**src/rtl/core/chps_pkg.sv**
```systemverilog
// ----------------------------------------------------------------------------
// Chaikin path subdivider package
// Shared types, register indexes and sequencing helpers for the subdivider
// and its distance unit.
// ----------------------------------------------------------------------------
`default_nettype none

package chps_pkg;

	// Top-level sequencer states.
	typedef enum logic [2:0] {
		ST_IDLE,
		ST_PLAN,
		ST_POINT,
		ST_DGO,
		ST_DWAIT,
		ST_CGO,
		ST_CWAIT,
		ST_EMIT
	} top_state_t;

	// Distance unit states.
	typedef enum logic [1:0] {
		DS_IDLE,
		DS_MUL,
		DS_ROOT,
		DS_FIN
	} dist_state_t;

	// Kind of output point: every point is (3*h + l), scaled to the output format.
	typedef enum logic [2:0] {
		EK_COPY,
		EK_Q_PREV,
		EK_R_PREV,
		EK_Q_WRAP,
		EK_R_WRAP
	} emit_kind_t;

	// Partial products of a square split into a low and a high half.
	typedef enum logic [1:0] {
		PP_LL,
		PP_HL,
		PP_HH
	} pp_part_t;

	// Status of the distance unit as seen by the sequencer.
	typedef struct packed {
		logic busy;
		logic done;
	} dist_stat_t;

	// Three coordinates, three partial products each.
	localparam logic [3:0] MUL_STEPS = 4'd9;

	// Word index of the closed_loop register.
	localparam logic REG_CLOSED_LOOP = 1'b0;

	// Coordinate handled at a given multiply step.
	function automatic logic [1:0] step_coord(input logic [3:0] step);
		logic [1:0] c;
		case (step) inside
			[4'd0:4'd2]: c = 2'd0;
			[4'd3:4'd5]: c = 2'd1;
			default:     c = 2'd2;
		endcase
		return c;
	endfunction

	// Partial product handled at a given multiply step.
	function automatic pp_part_t step_part(input logic [3:0] step);
		pp_part_t p;
		case (step) inside
			4'd0, 4'd3, 4'd6: p = PP_LL;
			4'd1, 4'd4, 4'd7: p = PP_HL;
			default:          p = PP_HH;
		endcase
		return p;
	endfunction

	// Kind of the k-th output point caused by one input point.
	function automatic emit_kind_t emit_kind(input logic started, input logic [1:0] k,
			input logic closed);
		emit_kind_t e;
		if (!started) begin
			e = EK_COPY;
		end else begin
			case (k)
				2'd0:    e = EK_Q_PREV;
				2'd1:    e = EK_R_PREV;
				2'd2:    e = closed ? EK_Q_WRAP : EK_COPY;
				default: e = EK_R_WRAP;
			endcase
		end
		return e;
	endfunction

	// Number of output points caused by one input point.
	function automatic logic [2:0] emit_count(input logic started, input logic fin,
			input logic closed);
		logic [2:0] n;
		if (!started) begin
			n = (fin || !closed) ? 3'd1 : 3'd0;
		end else if (fin) begin
			n = closed ? 3'd4 : 3'd3;
		end else begin
			n = 3'd2;
		end
		return n;
	endfunction

endpackage

`default_nettype wire

```
**src/rtl/core/chps_dist.sv**
```systemverilog
// ----------------------------------------------------------------------------
// Chaikin path subdivider distance unit
// Rounded Euclidean distance between two 3-D fixed-point points, built from
// one half-width multiplier and a digit-by-digit square root.
// ----------------------------------------------------------------------------
`default_nettype none

module chps_dist #(
	parameter int OUT_BITS = 18
) (
	input  logic                       clk,
	input  logic                       arst_n,
	input  logic                       start,
	input  logic signed [OUT_BITS-1:0] pa [3],
	input  logic signed [OUT_BITS-1:0] pb [3],
	output chps_pkg::dist_stat_t       stat,
	output logic [OUT_BITS:0]          dist_val
);
	import chps_pkg::*;

	localparam int DIST_BITS = OUT_BITS + 1;
	localparam int SUM_BITS  = 2 * DIST_BITS;
	localparam int HALF      = (OUT_BITS + 1) / 2;
	localparam int RW        = DIST_BITS + 2;
	localparam int CNT_W     = $clog2(DIST_BITS);
	localparam logic [CNT_W-1:0] RCNT_LAST = CNT_W'(DIST_BITS - 1);

	dist_state_t state_q, state_d;

	logic signed [OUT_BITS:0]  dif_w [3];
	logic [OUT_BITS-1:0]       mag_w [3];
	logic [OUT_BITS-1:0]       d_q   [3];
	logic [3:0]                step_q;
	logic [OUT_BITS-1:0]       cur_w;
	logic [HALF-1:0]           lo_w, hi_w, op_a_w, op_b_w;
	logic [2*HALF-1:0]         prod_w, prod_q;
	pp_part_t                  prod_part_q;
	logic [SUM_BITS-1:0]       pp_shift_w, acc_q;
	logic [CNT_W-1:0]          rcnt_q;
	logic [DIST_BITS-1:0]      root_q;
	logic [RW-1:0]             rem_q, rem_shift_w, trial_w;
	logic                      ge_w;
	logic [DIST_BITS-1:0]      dist_q;
	logic                      done_q;
	logic                      mul_issue_w, mul_acc_w;

	// Absolute coordinate differences, taken when a distance starts.
	always_comb begin
		for (int i = 0; i < 3; i++) begin
			dif_w[i] = (OUT_BITS + 1)'(pa[i]) - (OUT_BITS + 1)'(pb[i]);
			mag_w[i] = dif_w[i][OUT_BITS] ? OUT_BITS'(-dif_w[i]) : OUT_BITS'(dif_w[i]);
		end
	end

	// Operand selection for the shared multiplier.
	always_comb begin
		cur_w = d_q[step_coord(step_q)];
		lo_w  = cur_w[HALF-1:0];
		hi_w  = HALF'(cur_w[OUT_BITS-1:HALF]);
		case (step_part(step_q))
			PP_LL:   begin op_a_w = lo_w; op_b_w = lo_w; end
			PP_HL:   begin op_a_w = hi_w; op_b_w = lo_w; end
			default: begin op_a_w = hi_w; op_b_w = hi_w; end
		endcase
	end

	assign prod_w = op_a_w * op_b_w;

	// Weight of the registered partial product; the cross term counts twice.
	always_comb begin
		case (prod_part_q)
			PP_LL:   pp_shift_w = SUM_BITS'(prod_q);
			PP_HL:   pp_shift_w = SUM_BITS'(prod_q) << (HALF + 1);
			default: pp_shift_w = SUM_BITS'(prod_q) << (2 * HALF);
		endcase
	end

	// One square root digit: bring down two bits of the sum and try a one.
	assign rem_shift_w = {rem_q[RW-3:0], acc_q[SUM_BITS-1 -: 2]};
	assign trial_w     = {root_q, 2'b01};
	assign ge_w        = (rem_shift_w >= trial_w);

	// Next state.
	always_comb begin
		state_d = state_q;
		case (state_q)
			DS_IDLE: if (start) state_d = DS_MUL;
			DS_MUL:  if (step_q == MUL_STEPS) state_d = DS_ROOT;
			DS_ROOT: if (rcnt_q == RCNT_LAST) state_d = DS_FIN;
			DS_FIN:  state_d = DS_IDLE;
			default: state_d = DS_IDLE;
		endcase
	end

	// Multiplier strobes.
	always_comb begin
		mul_issue_w = (state_q == DS_MUL) && (step_q != MUL_STEPS);
		mul_acc_w   = (state_q == DS_MUL) && (step_q != 4'd0);
	end

	always_ff @(posedge clk or negedge arst_n) begin
		if (!arst_n) begin
			state_q <= DS_IDLE;
			done_q  <= 1'b0;
		end else begin
			state_q <= state_d;
			done_q  <= (state_q == DS_FIN);
		end
	end

	// Datapath registers.
	always_ff @(posedge clk) begin
		if (state_q == DS_IDLE && start) begin
			for (int i = 0; i < 3; i++) begin
				d_q[i] <= mag_w[i];
			end
			step_q <= '0;
			acc_q  <= '0;
			rcnt_q <= '0;
			root_q <= '0;
			rem_q  <= '0;
		end
		if (mul_issue_w) begin
			prod_q      <= prod_w;
			prod_part_q <= step_part(step_q);
		end
		if (state_q == DS_MUL) begin
			step_q <= step_q + 4'd1;
		end
		if (mul_acc_w) begin
			acc_q <= acc_q + pp_shift_w;
		end
		if (state_q == DS_ROOT) begin
			rem_q  <= ge_w ? rem_shift_w - trial_w : rem_shift_w;
			root_q <= {root_q[DIST_BITS-2:0], ge_w};
			acc_q  <= acc_q << 2;
			rcnt_q <= rcnt_q + CNT_W'(1);
		end
		// Round to nearest: the remainder exceeds the root past the half point.
		if (state_q == DS_FIN) begin
			dist_q <= root_q + DIST_BITS'(rem_q > RW'(root_q));
		end
	end

	assign stat.busy = (state_q != DS_IDLE);
	assign stat.done = done_q;
	assign dist_val  = dist_q;

endmodule

`default_nettype wire

```
**src/rtl/core/chaikin_path_subdivider.sv**
```systemverilog
// ----------------------------------------------------------------------------
// Chaikin path subdivider
// One pass of Chaikin corner cutting over a streamed 3-D path, with the
// distance between consecutive output points.
// ----------------------------------------------------------------------------
// Points enter as words on the slave stream, tlast marking the last point of a
// path, and leave as up to four words per point on the master stream. The block
// handles one point at a time and is not ready until all of its words are out.
// Each output word but the first of a path waits for the shared distance unit:
// nine half-width multiply steps for the squared length, then one square root
// digit per cycle. The last word of a closed path needs a second distance, to
// the first output point. A point that gives no word (the first point of a
// closed path) goes from the plan state straight back to idle. closed_loop is
// sampled when the first point of a path is accepted.
`default_nettype none

module chaikin_path_subdivider #(
	parameter int COORD_BITS = 16,
	parameter int FRAC_BITS  = 2
) (
	input  logic        clk,
	input  logic        arst_n,
	// Configuration port
	input  logic        psel,
	input  logic        penable,
	input  logic        pwrite,
	input  logic [2:0]  paddr,
	input  logic [31:0] pwdata,
	output logic [31:0] prdata,
	output logic        pready,
	// Point input
	input  logic        s_axis_tvalid,
	output logic        s_axis_tready,
	// pos_x, pos_y, pos_z from the lowest bit up
	input  logic [((3*COORD_BITS+7)/8)*8-1:0] s_axis_tdata,
	input  logic        s_axis_tlast,
	// Point output
	output logic        m_axis_tvalid,
	input  logic        m_axis_tready,
	// out_x, out_y, out_z, dist_to_prev, closing_dist from the lowest bit up
	output logic [((5*(COORD_BITS+FRAC_BITS)+2+7)/8)*8-1:0] m_axis_tdata,
	output logic        m_axis_tlast
);
	import chps_pkg::*;

	localparam int OUT_BITS  = COORD_BITS + FRAC_BITS;
	localparam int DIST_BITS = OUT_BITS + 1;
	localparam int OUT_TD    = ((5 * OUT_BITS + 2 + 7) / 8) * 8;

	top_state_t state_q, state_d;

	logic                         closed_q;
	logic                         started_q, path_closed_q, have_out_q;
	logic signed [COORD_BITS-1:0] in_q       [3];
	logic                         fin_q;
	logic signed [COORD_BITS-1:0] prev_in_q  [3];
	logic signed [COORD_BITS-1:0] first_in_q [3];
	logic signed [OUT_BITS-1:0]   first_out_q[3];
	logic signed [OUT_BITS-1:0]   prev_out_q [3];
	logic signed [OUT_BITS-1:0]   pt_q       [3];
	logic [2:0]                   k_q;
	logic [DIST_BITS-1:0]         dprev_q, dclose_q;

	logic signed [OUT_BITS-1:0]   out_x_q, out_y_q, out_z_q;
	logic [DIST_BITS-1:0]         out_dprev_q, out_dclose_q;
	logic                         out_last_q, out_valid_q;

	emit_kind_t                   kind_w;
	logic [2:0]                   n_w;
	logic                         is_close_w;
	logic signed [COORD_BITS-1:0] h_w [3];
	logic signed [COORD_BITS-1:0] l_w [3];
	logic signed [OUT_BITS-1:0]   hx_w, lx_w;
	logic signed [OUT_BITS-1:0]   blend_w [3];
	logic signed [OUT_BITS-1:0]   dist_pb_w [3];

	logic                         accept_w, cfg_wr_w;
	logic                         plan_done_w, pt_load_w, dist_start_w, dist_close_sel_w;
	logic                         dprev_zero_w, dprev_cap_w, dclose_cap_w, emit_w;

	dist_stat_t                   dstat;
	logic [DIST_BITS-1:0]         dist_w;

	// Configuration register.
	assign pready   = 1'b1;
	assign cfg_wr_w = psel && penable && pwrite && pready && (paddr[2] == REG_CLOSED_LOOP);
	assign prdata   = (paddr[2] == REG_CLOSED_LOOP) ? {31'd0, closed_q} : 32'd0;

	// Plan for the current input point.
	always_comb begin
		kind_w     = emit_kind(started_q, k_q[1:0], path_closed_q);
		n_w        = emit_count(started_q, fin_q, path_closed_q);
		is_close_w = (kind_w == EK_R_WRAP);
	end

	// Corner cut: every point is 3*h + l, which lands exactly on the output grid.
	always_comb begin
		hx_w = '0;
		lx_w = '0;
		for (int i = 0; i < 3; i++) begin
			case (kind_w)
				EK_Q_PREV: begin h_w[i] = prev_in_q[i];  l_w[i] = in_q[i];       end
				EK_R_PREV: begin h_w[i] = in_q[i];       l_w[i] = prev_in_q[i];  end
				EK_Q_WRAP: begin h_w[i] = in_q[i];       l_w[i] = first_in_q[i]; end
				EK_R_WRAP: begin h_w[i] = first_in_q[i]; l_w[i] = in_q[i];       end
				default:   begin h_w[i] = in_q[i];       l_w[i] = in_q[i];       end
			endcase
			hx_w       = OUT_BITS'(h_w[i]);
			lx_w       = OUT_BITS'(l_w[i]);
			blend_w[i] = ((hx_w <<< 1) + hx_w + lx_w) <<< (FRAC_BITS - 2);
		end
	end

	// Next state.
	always_comb begin
		state_d = state_q;
		case (state_q)
			ST_IDLE:  if (s_axis_tvalid) state_d = ST_PLAN;
			ST_PLAN:  state_d = (k_q == n_w) ? ST_IDLE : ST_POINT;
			ST_POINT: begin
				if (have_out_q) begin
					state_d = ST_DGO;
				end else begin
					state_d = is_close_w ? ST_CGO : ST_EMIT;
				end
			end
			ST_DGO:   if (!dstat.busy) state_d = ST_DWAIT;
			ST_DWAIT: if (dstat.done) state_d = is_close_w ? ST_CGO : ST_EMIT;
			ST_CGO:   if (!dstat.busy) state_d = ST_CWAIT;
			ST_CWAIT: if (dstat.done) state_d = ST_EMIT;
			ST_EMIT:  if (!out_valid_q || m_axis_tready) state_d = ST_PLAN;
			default:  state_d = ST_IDLE;
		endcase
	end

	// Sequencer outputs.
	always_comb begin
		s_axis_tready    = (state_q == ST_IDLE);
		plan_done_w      = (state_q == ST_PLAN) && (k_q == n_w);
		pt_load_w        = (state_q == ST_PLAN) && (k_q != n_w);
		dist_start_w     = (state_q == ST_DGO || state_q == ST_CGO) && !dstat.busy;
		dist_close_sel_w = (state_q == ST_CGO);
		dprev_zero_w     = (state_q == ST_POINT) && !have_out_q;
		dprev_cap_w      = (state_q == ST_DWAIT) && dstat.done;
		dclose_cap_w     = (state_q == ST_CWAIT) && dstat.done;
		emit_w           = (state_q == ST_EMIT) && (!out_valid_q || m_axis_tready);
	end

	assign accept_w = s_axis_tvalid && s_axis_tready;

	// The second operand is the previous output, or the first one when closing.
	always_comb begin
		for (int i = 0; i < 3; i++) begin
			dist_pb_w[i] = dist_close_sel_w ? first_out_q[i] : prev_out_q[i];
		end
	end

	chps_dist #(
		.OUT_BITS (OUT_BITS)
	) u_dist (
		.clk      (clk),
		.arst_n   (arst_n),
		.start    (dist_start_w),
		.pa       (pt_q),
		.pb       (dist_pb_w),
		.stat     (dstat),
		.dist_val (dist_w)
	);

	// Control state.
	always_ff @(posedge clk or negedge arst_n) begin
		if (!arst_n) begin
			state_q       <= ST_IDLE;
			closed_q      <= 1'b0;
			started_q     <= 1'b0;
			path_closed_q <= 1'b0;
			have_out_q    <= 1'b0;
			k_q           <= '0;
			out_valid_q   <= 1'b0;
		end else begin
			state_q <= state_d;
			if (cfg_wr_w) begin
				closed_q <= pwdata[0];
			end
			if (accept_w) begin
				k_q <= '0;
				if (!started_q) begin
					path_closed_q <= closed_q;
				end
			end
			// End of the point: a final point clears the whole path.
			if (plan_done_w) begin
				if (fin_q) begin
					started_q     <= 1'b0;
					path_closed_q <= 1'b0;
					have_out_q    <= 1'b0;
				end else begin
					started_q <= 1'b1;
				end
			end
			if (emit_w) begin
				have_out_q <= 1'b1;
				k_q        <= k_q + 3'd1;
			end
			if (emit_w) begin
				out_valid_q <= 1'b1;
			end else if (m_axis_tready) begin
				out_valid_q <= 1'b0;
			end
		end
	end

	// Point and result registers.
	always_ff @(posedge clk) begin
		if (accept_w) begin
			in_q[0] <= s_axis_tdata[COORD_BITS-1:0];
			in_q[1] <= s_axis_tdata[2*COORD_BITS-1:COORD_BITS];
			in_q[2] <= s_axis_tdata[3*COORD_BITS-1:2*COORD_BITS];
			fin_q   <= s_axis_tlast;
		end
		if (plan_done_w && !fin_q) begin
			prev_in_q <= in_q;
			if (!started_q) begin
				first_in_q <= in_q;
			end
		end
		if (pt_load_w) begin
			pt_q <= blend_w;
		end
		if (dprev_zero_w) begin
			dprev_q <= '0;
		end
		if (dprev_cap_w) begin
			dprev_q <= dist_w;
		end
		if (dclose_cap_w) begin
			dclose_q <= dist_w;
		end
		if (emit_w) begin
			prev_out_q <= pt_q;
			if (!have_out_q) begin
				first_out_q <= pt_q;
			end
			out_x_q      <= pt_q[0];
			out_y_q      <= pt_q[1];
			out_z_q      <= pt_q[2];
			out_dprev_q  <= dprev_q;
			out_dclose_q <= is_close_w ? dclose_q : '0;
			out_last_q   <= fin_q && ((k_q + 3'd1) == n_w);
		end
	end

	assign m_axis_tvalid = out_valid_q;
	assign m_axis_tdata  = OUT_TD'({out_dclose_q, out_dprev_q, out_z_q, out_y_q, out_x_q});
	assign m_axis_tlast  = out_last_q;

endmodule

`default_nettype wire

```
**config.mk**
```make
export PLATFORM = sky130hd
export DESIGN_NAME = chaikin_path_subdivider
export DESIGN_NICKNAME = d
export VERILOG_FILES = /design/src/rtl/core/chps_pkg.sv /design/src/rtl/core/chps_dist.sv /design/src/rtl/core/chaikin_path_subdivider.sv
export SDC_FILE = /design/constraint.sdc
export NUM_CORES = 1
export LEC_CHECK = 0
export BUFFER_PORTS_ARGS = -buffer_cell sky130_fd_sc_hd__buf_2
export CAP_MARGIN = 10
export CELL_PAD_IN_SITES_DETAIL_PLACEMENT = 0
export CELL_PAD_IN_SITES_GLOBAL_PLACEMENT = 2
export CORE_MARGIN = 2
export CORE_UTILIZATION = 42
export CTS_CLUSTER_DIAMETER = 30
export CTS_CLUSTER_SIZE = 16
export DETAILED_ROUTE_END_ITERATION = 7
export PLACE_DENSITY = 0.92
export SETUP_SLACK_MARGIN = 0.15
export SYNTH_ARGS = -nofsm -noshare
export SYNTH_HDL_FRONTEND = slang
export SYNTH_SLANG_ARGS = --single-unit
```
**constraint.sdc**
```tcl
create_clock -name clk -period 7.5 [get_ports clk]
set_input_delay 1.125 -clock clk [delete_from_list [all_inputs] [get_ports clk]]
set_output_delay 1.125 -clock clk [all_outputs]
set_load 0.005 [all_outputs]
```
## After elaboration in Yosys (flattened, before gate mapping)

Memories as Yosys holds them, arrays and structs flattened.
Index checks and enable logic that the tools add are counted.

- Add/subtract/negate cells: 18
- $mul: 1
- Div/mod/pow operators: 0
- Order comparisons: 6
- Eq/ne operators: 38
- Shifts and indexed selects: 0
- Mux-type cells: 69
- Bitwise operators: 3
- Reduce and logical (&&, ||, !) cells: 51

Operator list:

| cell | count |
|---|---|
| case mux 16 bit (2 select lines) | 6 |
| two-way mux 38 bit | 3 |
| two-way mux 18 bit | 6 |
| two-way mux 19 bit | 4 |
| case mux 36 bit (2 select lines) | 1 |
| two-way mux 21 bit | 3 |
| subtractor 18 x 18 -> 19 bit | 3 |
| adder 17 x 16 -> 18 bit | 3 |
| adder 18 x 16 -> 18 bit | 3 |
| negation 18 bit | 3 |
| two-way mux 3 bit | 13 |
| adder 38 x 36 -> 38 bit | 1 |
| case mux 3 bit (8 select lines) | 1 |
| greater-or-equal comparator 21 bit | 1 |
| > comparator 21 x 19 -> 1 bit | 1 |
| subtractor 21 bit | 1 |
| two-way mux 2 bit | 10 |
| adder 19 x 1 -> 19 bit | 1 |
| logical AND 1 bit | 18 |
| multiplier 9 x 9 -> 18 bit | 1 |
| two-way mux 9 bit | 2 |
| nonzero test 2 bit | 9 |
| equality test 3 bit (second input constant) | 5 |
| two-way mux 1 bit | 14 |
| 38 further kinds | 73 |

- Bits in registers: 524
- Bits in latches: 0
- Memory bits (writable): 54
- Bits in read-only memories: 0
- Input port bits: 91
- Output and inout port bits: 132
- Memories: 1

Memories:

| memory | words | bits a word | rd ports | clocked after memory_dff | write ports | line | text |
|---|---|---|---|---|---|---|---|
| u_dist.d_q | 3 | 18 | 1 | 0 | 3 | chps_dist.sv:32 | `logic [OUT_BITS-1:0] d_q [3];` |

## Depth between registers and ports, before layout

Gate-level depths: netlist (run 1).

- Word-level depth: 8
- Gate-level depth with buffers: 31

## Hierarchy

From an unflattened synthesis (run 1), not the netlist that was laid out.

- Cells, all modules: 3205
- Area, all modules: 36052.1 µm²

Modules (own cells, without submodules):

| module | instances | cells each | area an instance (µm²) | sequential area each (µm²) |
|---|---|---|---|---|
| chaikin_path_subdivider | 1 | 1306 | 18540.3 | 11806.3 |
| chps_dist | 1 | 1899 | 17511.8 | 5460.2 |

## Worst setup path after synthesis (run 1)

OpenSTA, ideal clock, no wires.

- Path kind: register to register
- Start: register u_dist.step_q[1]
- End: register u_dist.prod_q[17], data pin
- Data arrival time: 6.088 ns
- Setup slack: 1.153 ns
- Cell stages (with the launch flop): 30
- Clock period less this slack: 6.347 ns
- Cell sequence: edfxtp_1 inv_1 ha_1 nor2_1 a211oi_1 buf_2 buf_2 mux2i_1 a21oi_1 mux2i_1 inv_1 nand2_1 fa_1 inv_1 fa_1 ha_1 inv_1 fa_1 inv_1 ha_1 a21o_1 a21oi_1 o21ai_0 a21oi_1 o21ai_0 a211oi_1 o21ai_0 a31o_2 a21oi_1 xnor2_1

- Cells in the longest elaborated chain, start to end: 8
- Elaborated cells between the ends (all ways): 25
- Those cells by class: mul (1); order compare (4); eq/ne (6); mux (6); reduce/logical (7); memory (1)

RTL lines:

| element | line | text |
|---|---|---|
| from (decl) | chps_dist.sv:33 | `logic [3:0] step_q;` |
| from (signal assigned) | chps_dist.sv:128 | `step_q <= step_q + 4'd1;` |
| branches (longest 7 deep; another with memory read (3 x 18 bit)) | n/a |  |
| multiplier 9 x 9 -> 18 bit * | chps_dist.sv:67 | `assign prod_w = op_a_w * op_b_w;` |
| named net u_dist.prod_w[17] | chps_dist.sv:36 | `logic [2*HALF-1:0] prod_w, prod_q;` |
| to (signal assigned) | chps_dist.sv:124 | `prod_q <= prod_w;` |
| to (decl) | chps_dist.sv:36 |  |

Mark *: on every way through the listed nets, which the timed path passes.
A chain may end at the register's enable or synchronous reset.

## Worst setup path after layout (run 1)

- Start: register u_dist.step_q[1]
- End: register u_dist.prod_q[14], data pin

The elaborated chain is that of the path after synthesis.

==> results.md, run 1 <==
- Nets: 3803
- Top Ports: 223
- Most common cell after layout, fill and taps aside: edfxtp_1
- Buffers on Ports: 153
- Worst hold path type: input port to asynchronous set/reset pin
- Number of nets still failing antenna checks after routing: 0
- Pin count of the biggest net entering global routing: 90
- Commonest non-fill, non-tap cells in the layout: 562 x edfxtp_1, 269 x nand2_1, 226 x nor2_1, 222 x inv_1, 220 x ha_1
- Final setup vio count: 0
- Pre-antenna DRT Iters: 7
- Share of synthesized area spent on multiplexers: 3.190%
- Reg2reg start: u_dist.step_q[1]
- Vias in the first global route: 23.91k
- CTS sink cnt: 578
- Post-synth ARST share: 2.422%
- Die footprint: 86380 um^2
- Starting Density: 42.31%
- Top FF cell, synth: edfxtp_1
- Iter 0 DRT Violations: 1299
- Setup crit start: u_dist.step_q[1]
- Flip-flop and latch count after synthesis: 578
- FP Rows: 106
- Final GP Congestion: 0.8430
- Largest family of logic cells by synthesized area: adder cells
- Mapped Area: 35300 um^2
- Final Skew: 0.03001 ns
- Die Ht: 293.9 um
- Maximum fanout along the worst path: 8
- H-tree Lvls: 3
- Final period util: 89.92%
- GRT overflow: 0
- Chip width: 293.9 um
- Post-synthesis xor/xnor area fraction: 5.086%
- Final Critical Period: 6.744 ns
- Worst-path clk slew: 0.05 ns
- Detailed-route DRC error count: 0
- All-layer global routing usage: 18.19%
- Syn_area_per_cell: 11.20 um^2
- Ratio of cells with drive above 1 in the final layout: 14.01%
- Post-Synth Adder-Cell Area: 13.65%
- Worst reg2reg endpoint: u_dist.prod_q[14]
- CTS tree: yes
- WP data arrival: 7.14 ns
- Yosys warns: 0
- Synth Instances: 3153
- Routed len/inst: 17.10 um
- Status: complete, no violations
- Max Freq: 0.1483 GHz
- # diodes: 0
- Yosys cell types: 85
- CP endpoint kind: flop
- Simple-gate area share of the yosys netlist: 11.62%
- Via Count: 23.89k
- Measured slew at the worst slew-check pin: 1.003 ns
- CP Class: flop to flop
- First-pass GRT wire length: 126.5 mm
- Seq/Total Area, Yosys: 48.92%
- Max stage delay on crit path: 0.63 ns
- Worst r2r path cells: 25
- Max-Cap Viols: 0
- CTS root buf: clkbuf_16
- Synth-to-layout area growth: 18.70%
- Synth Area in Compound Gates: 13.38%
- Core area: 83420 um^2
- Hold Violations, Final: 0
- Worst-Skew Late Latency: 0.67 ns
- Slew Limit Headroom: 33.12%
- CP max-delay cell: mux2i_1
- Startpoint types: flop
- CTS buffer count: 121
- Flop-to-flop setup slack: 0.76 ns
- Bufs on Longest Clock Path: 3
- Setup_tns: 0 ns
- Fin. max-slew vios: 0
- Initial antenna violation count: 0
- DP HPWL: 56.87 mm
- RSZ-0062 raised after global routing: false
- EDFF count, synth: 562
- WL final: 78.27 mm
- Crit path required time: 7.90 ns
- Via density per instance: 5.220
==> metrics by stage <==
stage / utilization [%] / worst slack [ns] / instance area (um^2) / cells / hold slack, ns
2_1_floorplan: - / 1.153 / 35430 / 3187 / 0.4003
3_3_place_gp: 44.83 / 0.6931 / 37400 / 4344 / 0.4007
3_5_place_dp: 44.83 / 0.6556 / 37400 / 4344 / 0.4045
4_1_cts: 50.18 / 0.5934 / 41870 / 4575 / 0.3184
5_1_grt: 50.23 / 0.2594 / 41900 / 4577 / 0.3501
6_report: 50.23 / 0.7559 / 41900 / 4577 / 0.3521
==> worst max path at each step <==
stage               cells after the start                 to
floorplan                              29  u_dist.prod_q[17]
global placement                       24  u_dist.prod_q[14]
detailed placement                     26  u_dist.prod_q[14]
CTS                                    26  u_dist.prod_q[14]
global route                           27  u_dist.prod_q[14]
finish                                 25  u_dist.prod_q[14]
==> state kept, by name, indices dropped and copies added, names as in the netlist, 2 cells and up <==
name	cells
state_q	3
dclose_q	19
in_q	48
u_dist.step_q	4
u_dist.acc_q	38
u_dist.prod_part_q	2
u_dist.d_q	54
out_x_q	18
prev_in_q	48
u_dist.rcnt_q	5
u_dist.prod_q	18
u_dist.root_q	19
out_dclose_q	19
dprev_q	19
out_dprev_q	19
out_z_q	18
k_q	3
u_dist.rem_q	21
first_in_q	48
pt_q	54
first_out_q	54
u_dist.state_q	2
u_dist.dist_val	19
out_y_q	18
==> area by class of cell <==
class                           count  area [um^2]
Inverter                          224        843.3
Sequential cell                   578        17270
Tap cell                         1080         1351
Multi-Input combinational cell   2258        16800
Clock buffer                      130         3104
Timing Repair Buffer              206         1176
Fill cell                        7328        41520
Clock inverter                    101         1359
==> per-layer routing <==
metal	wire length [um]	vias up	GRT usage (%)
li1	-	11880	-
met1	34670	11380	23.37
met2	38240	511	31.24
met3	3436	129	3.127
met4	1923	0	5.749
met5	0	-	0
==> kinds of logic (layout without fill, tap and decap cells) <==
family	after synthesis	count (layout)
muxes	111	111
adders and majority gates	324	324
buffers and inverters	351	661
xor gates and xnor gates	205	205
other	2	36
AOI/OAI and AO/OA	715	715
DFF	578	578
and+or+nand+nor	867	867
==> timing repair <==
action                     CTS  global route
setup endpoints to repair    0             2
resized for setup            0             1
buffers inserted             0             2
hold buffers                 0             0
==> critical path: cells and delay by family (launching register included) <==
| kind | cells | cell delay, ns |
|---|---|---|
| buf+inv | 4 | 0.44 |
| mux | 2 | 0.85 |
| xor+xnor | 1 | 0.12 |
| fa+ha+maj | 6 | 2.57 |
| compound gates | 9 | 1.70 |
| flops | 1 | 0.43 |
| simple gates | 3 | 0.37 |
==> synth_stat cells (all sizes together) (6+ instances only) <==
library cell  number  area share [%]
or2               18            0.32
mux2              12            0.38
o31ai             20            0.44
or3               11            0.21
o2111ai            7            0.17
inv              224             2.4
a21oi            160             2.3
nand4             17            0.30
o21a              28            0.60
nand2            271             2.9
nand3             52            0.74
xor2              52             1.3
a211oi            21            0.45
a22oi             89             1.9
dfrtp             14            0.99
mux2i             99             2.8
o211ai             9            0.19
edfxtp           562              48
fa               102             5.8
buf               49            0.93
nor2             232             2.5
and3              12            0.21
a31o               6            0.15
a22o              43             1.1
ha               221             7.8
nor3              53            0.75
nand2b            19            0.34
xnor2            153             3.8
clkbuf            78            0.83
o21bai            16            0.34
and2             113             2.0
nor2b             40            0.72
a21boi            13            0.28
a31oi             20            0.35
a21o              68             1.4
o41ai              7            0.17
o21ai            157             2.2
Power of run 1 is not shown: default switching activity piles up to over one toggle a cycle in this logic, so the estimate is an artifact.
==> inputs of run 2 (changes only) <==
==> constraint.sdc (replaced) <==
create_clock -name clk -period 7.5 [get_ports clk]
set_input_delay 0.75 -clock clk [delete_from_list [all_inputs] [get_ports clk]]
set_output_delay 0.75 -clock clk [all_outputs]
set_load 0.005 [all_outputs]
==> results.md, run 2 (same netlist as run 1, synthesis figures left out) <==
- CTS root buf: clkbuf_16
- WL final: 78.43 mm (+0.20%)
- Detailed-route DRC error count: 0 (unchanged)
- Pre-antenna DRT Iters: 5 (-2)
- Worst-path clk slew: 0.05 ns (about the same)
- Post-route cell area: 41690 um^2 (-0.51%)
- H-tree Lvls: 3 (unchanged)
- Setup bufs post-CTS: 0 (unchanged)
- Min-delay src: s_axis_tdata[45]
- # diodes: 0 (unchanged)
- Hold Violations, Final: 0 (unchanged)
- Worst hold path type: input port to flop
- Fin. max-slew vios: 0 (unchanged)
- Top Ports: 223 (unchanged)
- WP data arrival: 7.12 ns (-0.02 ns)
- Initial antenna violation count: 0 (unchanged)
- Die Ht: 293.9 um (unchanged)
- Max Freq: 0.1483 GHz (about the same)
- Worst reg2reg endpoint: u_dist.prod_q[17]
- Final GP Congestion: 0.8456 (+0.31%)
- Setup_tns: 0 ns (unchanged)
- Chip width: 293.9 um (unchanged)
- Ratio of cells with drive above 1 in the final layout: 13.86% (-0.15 points)
- First-pass GRT wire length: 127.4 mm (+0.72%)
- Final Skew: 0.07855 ns (+0.04853 ns)
- Via Count: 23.89k (-0.0084%)
- Startpoint types: flop
- Worst r2r path cells: 27 (+8.0%)
- Top flop regs: first_out_q x54, pt_q x54, u_dist.d_q x54
- CTS sink cnt: 578 (unchanged)
- # fillers: 7362 (+0.46%)
- Maximum fanout along the worst path: 18 (+10)
- Die footprint: 86380 um^2 (unchanged)
- Multi-input logic area: 16810 um^2 (about the same)
- Hold Crit Depth: 1
- Flop-to-flop setup slack: 0.76 ns (about the same)
- Status: complete, no violations
- Commonest non-fill, non-tap cells in the layout: 562 x edfxtp_1, 269 x nand2_1, 226 x nor2_1, 222 x inv_1, 220 x ha_1
- Iter 0 DRT Violations: 1369 (+5.4%)
- Worst-Skew Late Latency: 0.70 ns (+0.03 ns)
- Number of nets still failing antenna checks after routing: 0 (unchanged)
- Most common cell after layout, fill and taps aside: edfxtp_1
- Reg2reg start: u_dist.step_q[1]
- RSZ-0062 raised after global routing: false
- Crit path required time: 7.88 ns (-0.02 ns)
- Via density per instance: 5.235 (+0.28%)
- Nets: 3794 (-0.24%)
- CTS tree: yes
- Slew Limit Headroom: 30.91% (-2.2 points)
- Met1 Wirelength: 35.11 mm (+1.3%)
- Core area: 83420 um^2 (unchanged)
- CP Class: flop to flop
- DR top layer: met4
- Final setup vio count: 0 (unchanged)
- Measured slew at the worst slew-check pin: 1.036 ns (+0.03309 ns)
- FP Rows: 106 (unchanged)
- All-layer global routing usage: 18.32% (+0.13 points)
- Routed wl met2: 38.21 mm (about the same)
- Final period util: 89.91% (about the same)
- Pin count of the biggest net entering global routing: 91 (+1.1%)
- Starting Density: 42.31% (unchanged)
- Placed instance area: 37360 um^2 (-0.12%)
- CP endpoint kind: flop
- Register Area: 17270 um^2 (unchanged)
- DP HPWL: 57.02 mm (+0.26%)
- Setup crit start: u_dist.step_q[1]
- Hold Path Sink: in_q[13]
- Routed wl met3: 3.107 mm (-9.6%)
- Synth-to-layout area growth: 18.10%
- CTS buffer count: 119 (-1.7%)
- Routed len/inst: 17.18 um (+0.49%)
- Vias in the first global route: 24.22k (+1.3%)
- Max-Cap Viols: 0 (unchanged)
- Final Critical Period: 6.743 ns (-0.0007170 ns)
- Bufs on Longest Clock Path: 3 (unchanged)
- GRT overflow: 0 (unchanged)
- Buffers on Ports: 153 (unchanged)
-- run 2: cell types whose count changed in the layout (fill, tap and decap cells not counted), sizes merged --
cell | before | now
dlygate4sd3 | 0 | 1
clkinv | 42 | 40
inv | 243 | 255
clkinvlp | 18 | 14
clkbuf | 130 | 123
buf | 206 | 198
bufinv | 22 | 17
-- run 2: worst max-delay path, stage by stage, from the launching register on --
cell	delay (ns)
edfxtp_1	0.43
inv_1	0.16
ha_1	0.21
nor2_1	0.08
a211oi_4	0.22
buf_4	0.32
mux2i_1	0.13
a21oi_1	0.37
mux2_2	0.29
nand2_1	0.08
fa_1	0.48
inv_1	0.05
fa_1	0.45
ha_1	0.29
inv_1	0.05
fa_1	0.58
inv_1	0.05
ha_1	0.29
a21o_1	0.16
a21oi_1	0.21
o21ai_0	0.11
a21oi_1	0.23
o21ai_0	0.15
a211oi_1	0.33
o21ai_0	0.19
a31o_2	0.26
a21oi_1	0.16
xnor2_1	0.07
-- run 2: per-stage QoR --
step,cells,util (%),hold WS (ns),worst slack (ns)
2_1_floorplan,3187,-,0.4003,1.153
3_3_place_gp,4338,44.78,0.4016,0.6931
3_5_place_dp,4338,44.78,0.4045,0.6441
4_1_cts,4564,49.95,0.1847,0.5663
5_1_grt,4564,49.97,0.1962,0.1691
6_report,4564,49.97,0.2306,0.7566
-- run 2: final cells by class --
class	instances	share of cell area (%)
multi-input cells	2258	40.32
well taps	1080	3.241
inverters	224	2.023
clock inverters	102	3.145
flip-flops and latches	578	41.42
clock buffers	123	7.179
repair buffers	199	2.671
-- run 2: metal layers --
layer  global-route usage (%)  vias to the layer above
met5                        0                        -
met4                    5.886                        0
met2                    31.43                      469
li1                         -                    11860
met3                    2.991                      142
met1                    23.62                    11420
-- run 2: worst max-delay path by stage --
| stage | endpoint | slack [ns] | cells past startpoint |
|---|---|---|---|
| floorplan | u_dist.prod_q[17] | 1.15 | 29 |
| global placement | u_dist.prod_q[14] | 0.69 | 25 |
| detailed placement | u_dist.prod_q[14] | 0.64 | 25 |
| CTS | u_dist.prod_q[14] | 0.57 | 25 |
| global route | u_dist.prod_q[14] | 0.17 | 26 |
| finish | u_dist.prod_q[17] | 0.76 | 27 |
-- run 2: timing repair --
item	CTS	global route
endpoints found under the setup margin	0	3
gates resized for setup	0	3
endpoints found under the hold margin	14	0
hold buffers	1	0
Power of run 2 is left out for the same reason.
